## src/hw/rtl/vrts_pkg.sv

```systemverilog
// Package for the oscillator tuning sequencer: command and step types,
// register addresses, per-band constant tables and the reciprocal constant.
// No dependencies; every other file of the block but vrts_if uses it.
package vrts_pkg;

    typedef enum logic [1:0] {
        OP_WRITE = 2'd0,
        OP_SET   = 2'd1,
        OP_CLR   = 2'd2
    } t_op;

    typedef enum logic [3:0] {
        ST_FREEZE    = 4'd0,
        ST_HS_N1     = 4'd1,
        ST_N1_RF     = 4'd2,
        ST_CTR_B3    = 4'd3,
        ST_CTR_B2    = 4'd4,
        ST_CTR_B1    = 4'd5,
        ST_CTR_B0    = 4'd6,
        ST_UNFREEZE  = 4'd7,
        ST_NEWFREQ   = 4'd8,
        ST_MEM_HOLD  = 4'd9,
        ST_RF_B3     = 4'd10,
        ST_RF_B2     = 4'd11,
        ST_RF_B1     = 4'd12,
        ST_RF_B0     = 4'd13,
        ST_MEM_FREE  = 4'd14
    } t_step;

    typedef struct packed {
        logic [3:0]  band;
        logic        chg;
        logic [31:0] rf;
    } t_job;

    typedef struct packed {
        t_op        op;
        logic [7:0] addr;
        logic [7:0] data;
        logic       last;
    } t_cmd;

    localparam logic [3:0]  TABLE_BANDS    = 4'd11;
    localparam logic [3:0]  NO_BAND        = 4'd15;

    localparam logic [7:0]  ADDR_HS_N1     = 8'd13;
    localparam logic [7:0]  ADDR_N1_RF     = 8'd14;
    localparam logic [7:0]  ADDR_RF_B3     = 8'd15;
    localparam logic [7:0]  ADDR_RF_B2     = 8'd16;
    localparam logic [7:0]  ADDR_RF_B1     = 8'd17;
    localparam logic [7:0]  ADDR_RF_B0     = 8'd18;
    localparam logic [7:0]  ADDR_FREQ_CTRL = 8'd135;
    localparam logic [7:0]  ADDR_FREEZE    = 8'd137;

    localparam logic [7:0]  FREEZE_DCO     = 8'h10;
    localparam logic [7:0]  CTRL_NEWFREQ   = 8'h40;
    localparam logic [7:0]  CTRL_FREEZE_M  = 8'h20;
    localparam logic [7:0]  CTRL_NONE      = 8'h00;

    // ceil(2^36 / 1000); exact floor division for any 26-bit dividend.
    localparam logic [26:0] RECIP_1K       = 27'd68719477;
    localparam int          RECIP_1K_SHIFT = 36;

    function automatic logic [31:0] center_rfreq(input logic [3:0] b);
        logic [31:0] v;
        case (b)
            4'd0:    v = 32'hD95B8650;
            4'd1:    v = 32'hEC0189AD;
            4'd2:    v = 32'hCD16C87C;
            4'd3:    v = 32'hE89426CF;
            4'd4:    v = 32'h0E006F4A;
            4'd5:    v = 32'hB66E36BC;
            4'd6:    v = 32'hB51E74B5;
            4'd7:    v = 32'hD13481BB;
            4'd8:    v = 32'hEA3AB75E;
            4'd9:    v = 32'hEE11348D;
            4'd10:   v = 32'hF29A73A4;
            default: v = 32'h0;
        endcase
        return v;
    endfunction

    function automatic logic [7:0] hs_div_byte(input logic [3:0] b);
        logic [7:0] v;
        case (b)
            4'd2, 4'd3, 4'd4: v = 8'hE1;
            4'd5:             v = 8'h61;
            default:          v = 8'hA1;
        endcase
        return v;
    endfunction

    function automatic logic [7:0] n1_byte(input logic [3:0] b);
        logic [7:0] v;
        case (b)
            4'd0, 4'd1, 4'd5: v = 8'hC2;
            4'd4:             v = 8'h43;
            default:          v = 8'h42;
        endcase
        return v;
    endfunction

    function automatic logic [24:0] center_hz(input logic [3:0] b);
        logic [24:0] v;
        case (b)
            4'd0:    v = 25'd1900000;
            4'd1:    v = 25'd3750000;
            4'd2:    v = 25'd7150000;
            4'd3:    v = 25'd10125000;
            4'd4:    v = 25'd14175000;
            4'd5:    v = 25'd18118000;
            4'd6:    v = 25'd21225000;
            4'd7:    v = 25'd24940000;
            4'd8:    v = 25'd28250000;
            4'd9:    v = 25'd28757640;
            4'd10:   v = 25'd29357640;
            default: v = 25'd0;
        endcase
        return v;
    endfunction

    function automatic logic [17:0] step_1k(input logic [3:0] b);
        logic [17:0] v;
        case (b)
            4'd0:                   v = 18'h2949B;
            4'd1, 4'd2, 4'd3, 4'd4: v = 18'h25D8E;
            4'd5:                   v = 18'h201CE;
            default:                v = 18'h1EF74;
        endcase
        return v;
    endfunction

    function automatic logic [15:0] step_100(input logic [3:0] b);
        logic [15:0] v;
        case (b)
            4'd0:                   v = 16'h420F;
            4'd1, 4'd2, 4'd3, 4'd4: v = 16'h3C8E;
            4'd5:                   v = 16'h3361;
            default:                v = 16'h318B;
        endcase
        return v;
    endfunction

    function automatic logic [10:0] step_10(input logic [3:0] b);
        logic [10:0] v;
        case (b)
            4'd0:                   v = 11'h69B;
            4'd1, 4'd2, 4'd3, 4'd4: v = 11'h60E;
            4'd5:                   v = 11'h523;
            default:                v = 11'h4F4;
        endcase
        return v;
    endfunction

    function automatic logic [8:0] cal_hz(input logic [3:0] b);
        logic [8:0] v;
        case (b)
            4'd0:    v = 9'd120;
            4'd2:    v = 9'd269;
            4'd3:    v = 9'd260;
            4'd4:    v = 9'd240;
            4'd5:    v = 9'd279;
            default: v = 9'd150;
        endcase
        return v;
    endfunction

endpackage

```

## src/hw/rtl/vrts_if.sv

```systemverilog
// Channel interfaces of the tuning sequencer: tuning requests in and
// oscillator register commands out, each with valid/ready handshake.
// No dependencies.
interface vrts_req_if;
    logic        valid;
    logic        ready;
    logic [24:0] freq_hz;
    logic [3:0]  band;

    modport source(output valid, output freq_hz, output band, input ready);
    modport sink(input valid, input freq_hz, input band, output ready);
endinterface

interface vrts_cmd_if;
    logic       valid;
    logic       ready;
    logic [1:0] op;
    logic [7:0] reg_addr;
    logic [7:0] reg_data;
    logic       last;

    modport source(output valid, output op, output reg_addr, output reg_data, output last,
                   input ready);
    modport sink(input valid, input op, input reg_addr, input reg_data, input last,
                 output ready);
endinterface

```

## src/hw/rtl/vrts_front.sv

```systemverilog
// Front end: accepts tuning requests, tracks the loaded band and computes
// the new RFREQ word in a seven-stage pipeline. Uses vrts_pkg, vrts_if.
module vrts_front #(
    parameter int NUM_BANDS = 11
) (
    input  logic              i_clk,
    input  logic              i_rst_n,
    vrts_req_if.sink          i_req,
    output logic              o_job_valid,
    input  logic              i_job_ready,
    output vrts_pkg::t_job    o_job
);

    logic        en;
    logic        accept;
    logic        band_ok;
    logic [25:0] cal;
    logic [25:0] ctr;
    logic [52:0] prod;
    logic [25:0] rem_full;
    logic [15:0] m41;
    logic [17:0] m205;
    logic [6:0]  te_full;
    logic [31:0] delta;

    logic [3:0]  r_active_band;
    logic [6:0]  r_v;
    logic [3:0]  r_band [7];
    logic        r_chg  [7];
    logic        r_neg  [7];

    logic [25:0] r_s0_off;
    logic [25:0] r_s1_off;
    logic [15:0] r_s1_th;
    logic [15:0] r_s2_th;
    logic [9:0]  r_s2_rem;
    logic [15:0] r_s3_th;
    logic [3:0]  r_s3_hu;
    logic [6:0]  r_s3_t10;
    logic [3:0]  r_s4_te;
    logic [31:0] r_s4_p1;
    logic [31:0] r_s4_p2;
    logic [31:0] r_s5_p3;
    logic [31:0] r_s5_s12;
    logic [31:0] r_s6_rf;

    assign en          = !r_v[6] || i_job_ready;
    assign i_req.ready = en;
    assign accept      = i_req.valid && i_req.ready;
    assign band_ok     = ({1'b0, i_req.band} < 5'(NUM_BANDS))
                         && (i_req.band < vrts_pkg::TABLE_BANDS);

    assign cal      = {1'b0, i_req.freq_hz} + 26'(vrts_pkg::cal_hz(i_req.band));
    assign ctr      = 26'(vrts_pkg::center_hz(i_req.band));
    assign prod     = 53'(r_s0_off) * 53'(vrts_pkg::RECIP_1K);
    assign rem_full = r_s1_off - 26'(r_s1_th) * 26'd1000;
    assign m41      = 16'(r_s2_rem) * 16'd41;
    assign m205     = 18'(r_s2_rem) * 18'd205;
    assign te_full  = r_s3_t10 - 7'(r_s3_hu) * 7'd10;
    assign delta    = r_s5_s12 + r_s5_p3;

    always_ff @(posedge i_clk) begin
        if (!i_rst_n) begin
            r_active_band <= vrts_pkg::NO_BAND;
            r_v           <= '0;
        end else begin
            if (accept && band_ok) begin
                r_active_band <= i_req.band;
            end
            if (en) begin
                r_v <= {r_v[5:0], accept && band_ok};
            end
        end
    end

    always_ff @(posedge i_clk) begin
        if (en) begin
            r_band[0] <= i_req.band;
            r_chg[0]  <= i_req.band != r_active_band;
            r_neg[0]  <= cal < ctr;
            r_s0_off  <= (cal < ctr) ? (ctr - cal) : (cal - ctr);
            for (int i = 1; i < 7; i++) begin
                r_band[i] <= r_band[i-1];
                r_chg[i]  <= r_chg[i-1];
                r_neg[i]  <= r_neg[i-1];
            end
            r_s1_off <= r_s0_off;
            r_s1_th  <= prod[vrts_pkg::RECIP_1K_SHIFT +: 16];
            r_s2_th  <= r_s1_th;
            r_s2_rem <= rem_full[9:0];
            r_s3_th  <= r_s2_th;
            r_s3_hu  <= m41[15:12];
            r_s3_t10 <= m205[17:11];
            r_s4_te  <= te_full[3:0];
            r_s4_p1  <= 32'(r_s3_th) * 32'(vrts_pkg::step_1k(r_band[3]));
            r_s4_p2  <= 32'(r_s3_hu) * 32'(vrts_pkg::step_100(r_band[3]));
            r_s5_p3  <= 32'(r_s4_te) * 32'(vrts_pkg::step_10(r_band[4]));
            r_s5_s12 <= r_s4_p1 + r_s4_p2;
            r_s6_rf  <= r_neg[5] ? (vrts_pkg::center_rfreq(r_band[5]) - delta)
                                 : (vrts_pkg::center_rfreq(r_band[5]) + delta);
        end
    end

    assign o_job_valid = r_v[6];
    assign o_job.band  = r_band[6];
    assign o_job.chg   = r_chg[6];
    assign o_job.rf    = r_s6_rf;

    a_drop_keeps_band: assert property (@(posedge i_clk) disable iff (!i_rst_n)
        (accept && !band_ok) |=> $stable(r_active_band))
        else $error("Ignored request changed the loaded band.");

    a_digits_decimal: assert property (@(posedge i_clk) disable iff (!i_rst_n)
        (!r_v[3] || r_s3_hu <= 4'd9) && (!r_v[4] || r_s4_te <= 4'd9))
        else $error("Hundreds or tens digit out of decimal range.");

endmodule

```

## src/hw/rtl/vrts_queue.sv

```systemverilog
// Two-entry job queue between the front end and the command sequencer.
// Uses vrts_pkg for the job type.
module vrts_queue (
    input  logic              i_clk,
    input  logic              i_rst_n,
    input  logic              i_push_valid,
    output logic              o_push_ready,
    input  vrts_pkg::t_job    i_push_job,
    output logic              o_pop_valid,
    input  logic              i_pop_ready,
    output vrts_pkg::t_job    o_pop_job
);

    vrts_pkg::t_job r_mem [2];
    logic           r_wr;
    logic           r_rd;
    logic [1:0]     r_count;
    logic           push;
    logic           pop;

    assign o_push_ready = r_count != 2'd2;
    assign o_pop_valid  = r_count != 2'd0;
    assign o_pop_job    = r_mem[r_rd];
    assign push         = i_push_valid && o_push_ready;
    assign pop          = o_pop_valid && i_pop_ready;

    always_ff @(posedge i_clk) begin
        if (!i_rst_n) begin
            r_wr    <= 1'b0;
            r_rd    <= 1'b0;
            r_count <= 2'd0;
        end else begin
            if (push) begin
                r_wr <= !r_wr;
            end
            if (pop) begin
                r_rd <= !r_rd;
            end
            r_count <= r_count + 2'(push) - 2'(pop);
        end
    end

    always_ff @(posedge i_clk) begin
        if (push) begin
            r_mem[r_wr] <= i_push_job;
        end
    end

    a_count_bound: assert property (@(posedge i_clk) disable iff (!i_rst_n)
        (r_count != 2'd3) && ((r_wr == r_rd) == (r_count != 2'd1)))
        else $error("Queue pointers and fill count disagree.");

endmodule

```

## src/hw/rtl/vrts_back.sv

```systemverilog
// Command sequencer: walks the band-change and retune command sequence for
// the job at the head of the queue into a registered output. Uses vrts_pkg.
module vrts_back (
    input  logic              i_clk,
    input  logic              i_rst_n,
    input  logic              i_job_valid,
    output logic              o_job_ready,
    input  vrts_pkg::t_job    i_job,
    vrts_cmd_if.source        o_cmd
);

    vrts_pkg::t_step r_step;
    vrts_pkg::t_step n_step;
    vrts_pkg::t_step cur_step;
    logic            r_started;
    logic            n_started;
    vrts_pkg::t_cmd  r_out;
    vrts_pkg::t_cmd  cmd;
    logic            r_out_v;
    logic            load;
    logic [31:0]     ctr_rf;

    assign load     = i_job_valid && (!r_out_v || o_cmd.ready);
    assign ctr_rf   = vrts_pkg::center_rfreq(i_job.band);
    assign cur_step = r_started ? r_step
                    : (i_job.chg ? vrts_pkg::ST_FREEZE : vrts_pkg::ST_MEM_HOLD);

    always_comb begin
        cmd         = '{op: vrts_pkg::OP_WRITE, addr: vrts_pkg::ADDR_FREQ_CTRL,
                        data: vrts_pkg::CTRL_NONE, last: 1'b0};
        n_step      = r_step;
        n_started   = r_started;
        o_job_ready = 1'b0;
        unique case (cur_step)
            vrts_pkg::ST_FREEZE: begin
                cmd.op   = vrts_pkg::OP_SET;
                cmd.addr = vrts_pkg::ADDR_FREEZE;
                cmd.data = vrts_pkg::FREEZE_DCO;
            end
            vrts_pkg::ST_HS_N1: begin
                cmd.addr = vrts_pkg::ADDR_HS_N1;
                cmd.data = vrts_pkg::hs_div_byte(i_job.band);
            end
            vrts_pkg::ST_N1_RF: begin
                cmd.addr = vrts_pkg::ADDR_N1_RF;
                cmd.data = vrts_pkg::n1_byte(i_job.band);
            end
            vrts_pkg::ST_CTR_B3: begin
                cmd.addr = vrts_pkg::ADDR_RF_B3;
                cmd.data = ctr_rf[31:24];
            end
            vrts_pkg::ST_CTR_B2: begin
                cmd.addr = vrts_pkg::ADDR_RF_B2;
                cmd.data = ctr_rf[23:16];
            end
            vrts_pkg::ST_CTR_B1: begin
                cmd.addr = vrts_pkg::ADDR_RF_B1;
                cmd.data = ctr_rf[15:8];
            end
            vrts_pkg::ST_CTR_B0: begin
                cmd.addr = vrts_pkg::ADDR_RF_B0;
                cmd.data = ctr_rf[7:0];
            end
            vrts_pkg::ST_UNFREEZE: begin
                cmd.op   = vrts_pkg::OP_CLR;
                cmd.addr = vrts_pkg::ADDR_FREEZE;
                cmd.data = vrts_pkg::FREEZE_DCO;
            end
            vrts_pkg::ST_NEWFREQ: begin
                cmd.data = vrts_pkg::CTRL_NEWFREQ;
            end
            vrts_pkg::ST_MEM_HOLD: begin
                cmd.data = vrts_pkg::CTRL_FREEZE_M;
            end
            vrts_pkg::ST_RF_B3: begin
                cmd.addr = vrts_pkg::ADDR_RF_B3;
                cmd.data = i_job.rf[31:24];
            end
            vrts_pkg::ST_RF_B2: begin
                cmd.addr = vrts_pkg::ADDR_RF_B2;
                cmd.data = i_job.rf[23:16];
            end
            vrts_pkg::ST_RF_B1: begin
                cmd.addr = vrts_pkg::ADDR_RF_B1;
                cmd.data = i_job.rf[15:8];
            end
            vrts_pkg::ST_RF_B0: begin
                cmd.addr = vrts_pkg::ADDR_RF_B0;
                cmd.data = i_job.rf[7:0];
            end
            vrts_pkg::ST_MEM_FREE: begin
                cmd.last = 1'b1;
            end
            default: begin
                cmd.last = 1'b1;
            end
        endcase
        if (load) begin
            if (cmd.last) begin
                n_started   = 1'b0;
                n_step      = vrts_pkg::ST_FREEZE;
                o_job_ready = 1'b1;
            end else begin
                n_started = 1'b1;
                n_step    = vrts_pkg::t_step'(cur_step + 4'd1);
            end
        end
    end

    always_ff @(posedge i_clk) begin
        if (!i_rst_n) begin
            r_step    <= vrts_pkg::ST_FREEZE;
            r_started <= 1'b0;
            r_out_v   <= 1'b0;
        end else begin
            r_step    <= n_step;
            r_started <= n_started;
            if (load) begin
                r_out_v <= 1'b1;
            end else if (o_cmd.ready) begin
                r_out_v <= 1'b0;
            end
        end
    end

    always_ff @(posedge i_clk) begin
        if (load) begin
            r_out <= cmd;
        end
    end

    assign o_cmd.valid    = r_out_v;
    assign o_cmd.op       = r_out.op;
    assign o_cmd.reg_addr = r_out.addr;
    assign o_cmd.reg_data = r_out.data;
    assign o_cmd.last     = r_out.last;

    a_job_held: assert property (@(posedge i_clk) disable iff (!i_rst_n)
        r_started |-> i_job_valid)
        else $error("Job left the queue in the middle of its sequence.");

    a_last_is_release: assert property (@(posedge i_clk) disable iff (!i_rst_n)
        (r_out_v && r_out.last) |->
            (r_out.addr == vrts_pkg::ADDR_FREQ_CTRL && r_out.data == vrts_pkg::CTRL_NONE))
        else $error("Final command of a request is not the control release.");

endmodule

```

## src/hw/rtl/vfo_rfreq_tuning_sequencer.sv

```systemverilog
// Oscillator tuning sequencer, top level. Uses vrts_pkg, vrts_if,
// vrts_front, vrts_queue and vrts_back.
//
// A request (frequency in hertz, band) is accepted in any cycle the front
// pipeline can move, one per cycle, and passes through the front pipeline
// registers to the command queue. Requests with a band above ten, or at or
// beyond NUM_BANDS, produce no commands. The sequencer then issues one
// register command per cycle while the consumer takes them: six commands for
// a retune within the loaded band, fifteen when the band changes, the last
// one flagged. The sequencer sets the sustained request rate; a two-entry
// queue lets new requests be taken while commands still go out.
module vfo_rfreq_tuning_sequencer #(
    parameter int NUM_BANDS = 11
) (
    input  logic        i_clk,
    input  logic        i_rst_n,
    vrts_req_if.sink    i_req,
    vrts_cmd_if.source  o_cmd
);

    logic           fq_valid;
    logic           fq_ready;
    vrts_pkg::t_job fq_job;
    logic           qb_valid;
    logic           qb_ready;
    vrts_pkg::t_job qb_job;

    vrts_front #(
        .NUM_BANDS (NUM_BANDS)
    ) u_front (
        .i_clk       (i_clk),
        .i_rst_n     (i_rst_n),
        .i_req       (i_req),
        .o_job_valid (fq_valid),
        .i_job_ready (fq_ready),
        .o_job       (fq_job)
    );

    vrts_queue u_queue (
        .i_clk        (i_clk),
        .i_rst_n      (i_rst_n),
        .i_push_valid (fq_valid),
        .o_push_ready (fq_ready),
        .i_push_job   (fq_job),
        .o_pop_valid  (qb_valid),
        .i_pop_ready  (qb_ready),
        .o_pop_job    (qb_job)
    );

    vrts_back u_back (
        .i_clk       (i_clk),
        .i_rst_n     (i_rst_n),
        .i_job_valid (qb_valid),
        .o_job_ready (qb_ready),
        .i_job       (qb_job),
        .o_cmd       (o_cmd)
    );

endmodule

```

## src/flat_wrapper.sv

```systemverilog
// flat-port wrapper written by rule: the top's interface ports become plain ports
module vfo_rfreq_tuning_sequencer_flat 
#(
    parameter int NUM_BANDS = 11
)
  (i_clk, i_rst_n, i_req_valid, i_req_freq_hz, i_req_band, i_req_ready, o_cmd_valid, o_cmd_op, o_cmd_reg_addr, o_cmd_reg_data, o_cmd_last, o_cmd_ready);
  vrts_req_if i_req_i ();
  vrts_cmd_if o_cmd_i ();
  input  logic i_clk;
  input  logic i_rst_n;
  input wire logic [$bits(i_req_i.valid)-1:0] i_req_valid;
  input wire logic [$bits(i_req_i.freq_hz)-1:0] i_req_freq_hz;
  input wire logic [$bits(i_req_i.band)-1:0] i_req_band;
  output wire logic [$bits(i_req_i.ready)-1:0] i_req_ready;
  output wire logic [$bits(o_cmd_i.valid)-1:0] o_cmd_valid;
  output wire logic [$bits(o_cmd_i.op)-1:0] o_cmd_op;
  output wire logic [$bits(o_cmd_i.reg_addr)-1:0] o_cmd_reg_addr;
  output wire logic [$bits(o_cmd_i.reg_data)-1:0] o_cmd_reg_data;
  output wire logic [$bits(o_cmd_i.last)-1:0] o_cmd_last;
  input wire logic [$bits(o_cmd_i.ready)-1:0] o_cmd_ready;
  assign i_req_i.valid = i_req_valid;
  assign i_req_i.freq_hz = i_req_freq_hz;
  assign i_req_i.band = i_req_band;
  assign i_req_ready = i_req_i.ready;
  assign o_cmd_valid = o_cmd_i.valid;
  assign o_cmd_op = o_cmd_i.op;
  assign o_cmd_reg_addr = o_cmd_i.reg_addr;
  assign o_cmd_reg_data = o_cmd_i.reg_data;
  assign o_cmd_last = o_cmd_i.last;
  assign o_cmd_i.ready = o_cmd_ready;
  vfo_rfreq_tuning_sequencer #(.NUM_BANDS(NUM_BANDS)) u_core (.i_clk(i_clk), .i_rst_n(i_rst_n), .i_req(i_req_i), .o_cmd(o_cmd_i));
endmodule
```

## config.mk

```make
export PLATFORM = sky130hd
export DESIGN_NAME = vfo_rfreq_tuning_sequencer_flat
export DESIGN_NICKNAME = d
export VERILOG_FILES = /design/src/hw/rtl/vrts_pkg.sv /design/src/hw/rtl/vrts_if.sv /design/src/hw/rtl/vrts_front.sv /design/src/hw/rtl/vrts_queue.sv /design/src/hw/rtl/vrts_back.sv /design/src/hw/rtl/vfo_rfreq_tuning_sequencer.sv /design/src/flat_wrapper.sv
export SDC_FILE = /design/constraint.sdc
export NUM_CORES = 2
export LEC_CHECK = 0
export BUFFER_PORTS_ARGS = -buffer_cell sky130_fd_sc_hd__buf_4
export CORE_ASPECT_RATIO = 1.5
export CORE_MARGIN = 2
export CORE_UTILIZATION = 65
export CTS_CLUSTER_DIAMETER = 60
export DETAILED_ROUTE_END_ITERATION = 10
export PLACE_DENSITY_LB_ADDON = 0.3
export SETUP_SLACK_MARGIN = 0.2
export SLEW_MARGIN = 25
export SYNTH_ARGS = -nofsm -noshare
export SYNTH_HDL_FRONTEND = slang
export SYNTH_SLANG_ARGS = --single-unit
```

## constraint.sdc

```tcl
create_clock -name i_clk -period 10.6 [get_ports i_clk]
set_clock_uncertainty 0.1 [all_clocks]
set_input_delay 0.53 -clock i_clk [delete_from_list [all_inputs] [get_ports i_clk]]
set_output_delay 0.53 -clock i_clk [all_outputs]
set_load 0.1 [all_outputs]
```

Word-level counts from Yosys, hierarchy flattened
Memory sizes are Yosys's and may differ from the RTL's. A register that Yosys moved wholly into a read port is not among the register bits. Cells that the tools add are included.

Bits of input ports: 33. Bits in read-only memories: 1888. Logic and storage cells: 150. Memories kept: 8. Register bits: 277. Memory bits (writable): 116.

Memories: (name not given) (depth 16, bits a word 32, rd ports 1, clocked after memory_dff 0, write ports 0, line vrts_pkg.sv:66) `case (b)`; (name not given) (depth 16, bits a word 32, rd ports 1, clocked after memory_dff 0, write ports 0, line vrts_pkg.sv:66); (name not given) (depth 16, bits a word 32, rd ports 1, clocked after memory_dff 0, write ports 0, line vrts_pkg.sv:66); (name not given) (depth 16, bits a word 22, rd ports 1, clocked after memory_dff 0, write ports 0, line vrts_pkg.sv:105) `case (b)`; u_core.u_queue.r_mem (depth 2, bits a word 37, rd ports 1, clocked after memory_dff 1, write ports 1, line vrts_queue.sv:14) `vrts_pkg::t_job r_mem [2];`; u_core.u_front.r_band (depth 7, bits a word 4, rd ports 7, clocked after memory_dff 0, write ports 7, line vrts_front.sv:28) `logic [3:0] r_band [7];`; 2 more memories.

Eq/ne operators: 34. Order comparisons: 3. $add $sub $neg: 12. Multiplexer cells: 30. Multiply operators: 8. Reduce and logical (&&, ||, !) cells: 29.

Operator list (count): 8-bit case mux with 13 select lines (1); 32-bit two-way mux (3); 8-bit case mux with 7 select lines (1); 18-bit case mux with 3 select lines (1); 26-bit by 27-bit multiplier with 52-bit output, second input constant (1); 4-bit by 3-bit equality test with 1-bit output, second input constant (12); 15-bit case mux with 3 select lines (1); 9-bit case mux with 5 select lines (1); 4-bit by 2-bit equality test with 1-bit output, second input constant (10); 32-bit by 15-bit adder with 32-bit output (1); 32-bit by 20-bit adder with 32-bit output (1); 32-bit adder (1); 16-bit by 18-bit multiplier with 32-bit output (1); 8-bit case mux with 2 select lines (2); 32-bit subtractor (1); 10-bit case mux with 3 select lines (1); 25-bit by 9-bit adder with 26-bit output (1); 26-bit by 25-bit less-than comparator with 1-bit output (1); 26-bit two-way mux (1); 25-bit by 26-bit subtractor with 26-bit output (1); 26-bit by 25-bit subtractor with 26-bit output (1); 4-bit equality test, second input constant (6); 4-bit zero test (5); 4-bit by 16-bit multiplier with 20-bit output (1); 28 further kinds (60).

Depth between registers and ports, before layout
Depth in word-level cells: 9. Mapped depth: 32. Gate-level depth less buffers: 30.

Cells and area by module
From an unflattened synthesis, not the netlist that was laid out.

Cells, all modules: 4547. Area, all modules: 45796.4 um^2.

Modules (own cells, without submodules): vrts_front (times used 1, cells each 4127, area each 40622.7 um^2); vrts_queue (times used 1, cells each 145, area each 2947.8 um^2); vrts_back (times used 1, cells each 275, area each 2225.9 um^2).

Worst setup path before layout
OpenSTA, ideal clock, no wires.

Path kind: register -> register. From: register u_core.u_queue.r_count[0]. To: memory u_core.u_front.r_band[0][0] (enable). Buffers on the path: 0. Data arrival time: 6592 ps. Path slack: 1317 ps. Cell stages (with the launch flop): 4. Clock period less this slack: 9283 ps. Data required time: 7909 ps. Setup time: 2591 ps. Path through: dfxtp_1 nand2b_1 nor2_1 clkinv_1.

RTL lines: from (decl) (line vrts_queue.sv:17) `logic [1:0] r_count;`; from (signal assigned) (line vrts_queue.sv:39) `r_count <= r_count + 2'(push) - 2'(pop);`; to (decl) (line vrts_front.sv:28).

==> results.md <==
- Status: complete, no violations
- Slew @ Worst Pin: 962 ps
- DRC Markers: 0
- PortBufs: 51
- Crit-path leading delay family: adder cells
- Most common cell after layout, fill and taps aside: inv_1
- Period utilisation layout: 0.833
- Vias: 31645
- Startpoint type of the worst setup path: register
- Setup crit end kind: register
- Site row count: 118
- Layout cell share with drive strength beyond 1: 0.0445
- P&R area growth vs syn: 6.18%
- H-tree lvl count: 2
- Syn Std Cell Area: 45300 um^2
- WL per Instance: 20.6 um
- Initial antenna violation count: 0
- Setup TNS: 0 ps
- WP buf/inv: 4
- Ys async rst share: 0
- Slew Limit Headroom: 0.350
- Worst path max stage delay: 860 ps
- EDFF count, synth: 369
- Die Wd: 220 um
- Synth unique cells: 92
- All-Layer GR Usage: 0.320
- Core area: 69100 um^2
- Fin. Hold Viols: 0
- Post-route ant nets: 0
- Fin nets: 5676
- Reg area: 11500 um^2
- Synth Flop Type: edfxtp_1
- Max Cap Viol: 0
- Required time of the critical path: 10860 ps
- Drt initial violations: 1744
- Final min period: 8830 ps
- RSZ-0062 raised after global routing: no
- Worst skew pair latency: 610 ps
- Sequential area share after synthesis: 0.254
- DP HPWL: 92.9 mm
- Worst setup path class: register to register
- Worst hold-check path type: input pin to register
- Postcts setup bufs: 0
- Height of the die: 327 um
- CTS Root Buffer Type: clkbuf_16
- Cell count after synthesis: 4472
- Critical Path AT: 9100 ps
- Largest net degree at the start of global routing: 92
- Io pins: 54
- Clock transition at path regs: 60 ps
- CP dominant cell by count: fa_1
- CTS tree: done
- Area of the multi-input gates: 30000 um^2
- Post-cts resize count: 0
- Most frequent cells in the layout: inv_1, ha_1, fa_1
- First-pass GRT wire length: 175 mm
- Flop-to-flop setup slack: 1770 ps
- Pins Over Slew Limit: 0
- WL final: 112 mm
- TritonCTS Buffers: 43
- Synth Warn #: 0
- Max clock buf depth: 3
- Avg Inst Size Synth: 10.1 um^2
- Vias in the first global route: 33643
- Die area: 71900 um^2
- # clock sinks: 391
- Final setup violating endpoints: 0
- Hold-fix buffers, CTS: 0
- Synthesized flop and latch total: 391
- Initial core utilization: 0.656
- N_diodes: 0
- Total gr overflow: 0
- Fmax: 113 MHz
- Final-layout fill cell count: 5255
- CP max stage cell: nor4bb_1
- Worst Path Max Fanout: 24
- Final GP Congestion: 1.03
- DRT Pass-1 Iters: 6
- Vias/cell: 5.81
[per-stage QoR]
step	util	instances	hold WS [ps]	setup slack [ps]	area, um^2
final	0.697	5442	138	1770	48100
after global routing	0.697	5442	126	1180	48100
after CTS	0.696	5440	111	1670	48100
after detailed placement	0.676	5362	305	1670	46700
after global placement	0.676	5362	301	1900	46700
after floorplan	-	4477	300	1320	45300
[synthesized netlist by cell type (all sizes together) (14+ instances only)]
cell | instances | area share
mux2i | 57 | 0.013
or3 | 16 | 0.0022
inv | 914 | 0.076
clkbuf | 72 | 0.0060
nor3 | 42 | 0.0046
nand2b | 36 | 0.0050
o22ai | 27 | 0.0037
o21bai | 28 | 0.0046
o21ai | 149 | 0.017
nand4 | 16 | 0.0022
dfxtp | 22 | 0.0097
xor2 | 99 | 0.019
and3 | 49 | 0.0068
a21boi | 21 | 0.0035
a211oi | 14 | 0.0028
nor2b | 48 | 0.0066
a21o | 99 | 0.016
nand3 | 53 | 0.0059
buf | 16 | 0.0020
or2 | 17 | 0.0024
a31oi | 30 | 0.0041
xnor2 | 181 | 0.035
nand2 | 255 | 0.021
fa | 504 | 0.22
o21a | 25 | 0.0041
nor2 | 207 | 0.017
a21oi | 224 | 0.025
ha | 630 | 0.17
and2 | 97 | 0.013
o211ai | 22 | 0.0040
edfxtp | 369 | 0.24
[layer usage]
layer  part of all wire  track usage  wire length [um]  up-vias
met5                  0            0                 0        -
met4               0.10        0.270             11500        0
met1               0.32        0.301             36200    15381
met3              0.037       0.0387              4150      449
met2               0.54        0.604             60200      931
li1                   -            -                 -    14884
[cell type report]
type	count	area share
multi-input cells	3083	0.624
flip-flops and latches	391	0.239
inverters	915	0.0715
well taps	900	0.0234
clock buffers	47	0.0227
repair buffers	75	0.0124
clock inverters	31	0.00632
[path summary, 6_finish.rpt]
check | from | endpoint | cells past startpoint
max | u_core.u_front.r_band[3][3]$_DFFE_PN_ | u_core.u_front.r_s4_p1[30]$_DFFE_PN_ | 26
min | i_req_band[1] | u_core.u_front.r_band[0][1]$_DFFE_PN_ | 1
max reg2reg | u_core.u_front.r_band[3][3]$_DFFE_PN_ | u_core.u_front.r_s4_p1[30]$_DFFE_PN_ | 26
min reg2reg | u_core.u_front.r_band[2][3]$_DFFE_PN_ | u_core.u_front.r_band[3][3]$_DFFE_PN_ | 0
[registers in the layout, indices dropped and copies added, names as in the netlist, 6 cells and up, named ones only]
name / cells
u_core.u_queue.r_mem: 74
u_core.u_front.r_s6_rf: 32
u_core.u_front.r_s0_off: 26
u_core.u_front.r_s5_s12: 32
u_core.u_front.r_s1_th: 16
u_core.u_front.r_s3_th: 16
u_core.u_front.r_v: 7
u_core.u_back.o_cmd.reg_data: 8
u_core.u_front.r_s2_rem: 10
u_core.u_front.r_s1_off: 10
u_core.u_front.r_s4_p1: 32
u_core.u_front.r_chg: 7
u_core.u_front.r_s2_th: 16
u_core.u_front.r_neg: 6
u_core.u_back.o_cmd.reg_addr: 6
u_core.u_front.r_s4_p2: 20
u_core.u_front.r_band: 28
u_core.u_front.r_s5_p3: 15
[logic make-up (layout without fill, tap and decap cells)]
family          Yosys count  after routing  share of synthesized area
fa+ha+maj              1134           1134                      0.397
other cells               1              6                  0.0000827
xor+xnor                280            280                     0.0546
flops                   391            391                      0.254
simple gates            879            879                     0.0954
buf+inv                1003           1068                     0.0837
mux                      61             61                     0.0136
compound gates          723            723                      0.102
Power is not shown: default switching activity piles up to over one toggle a cycle in this logic, so the estimate is an artifact.
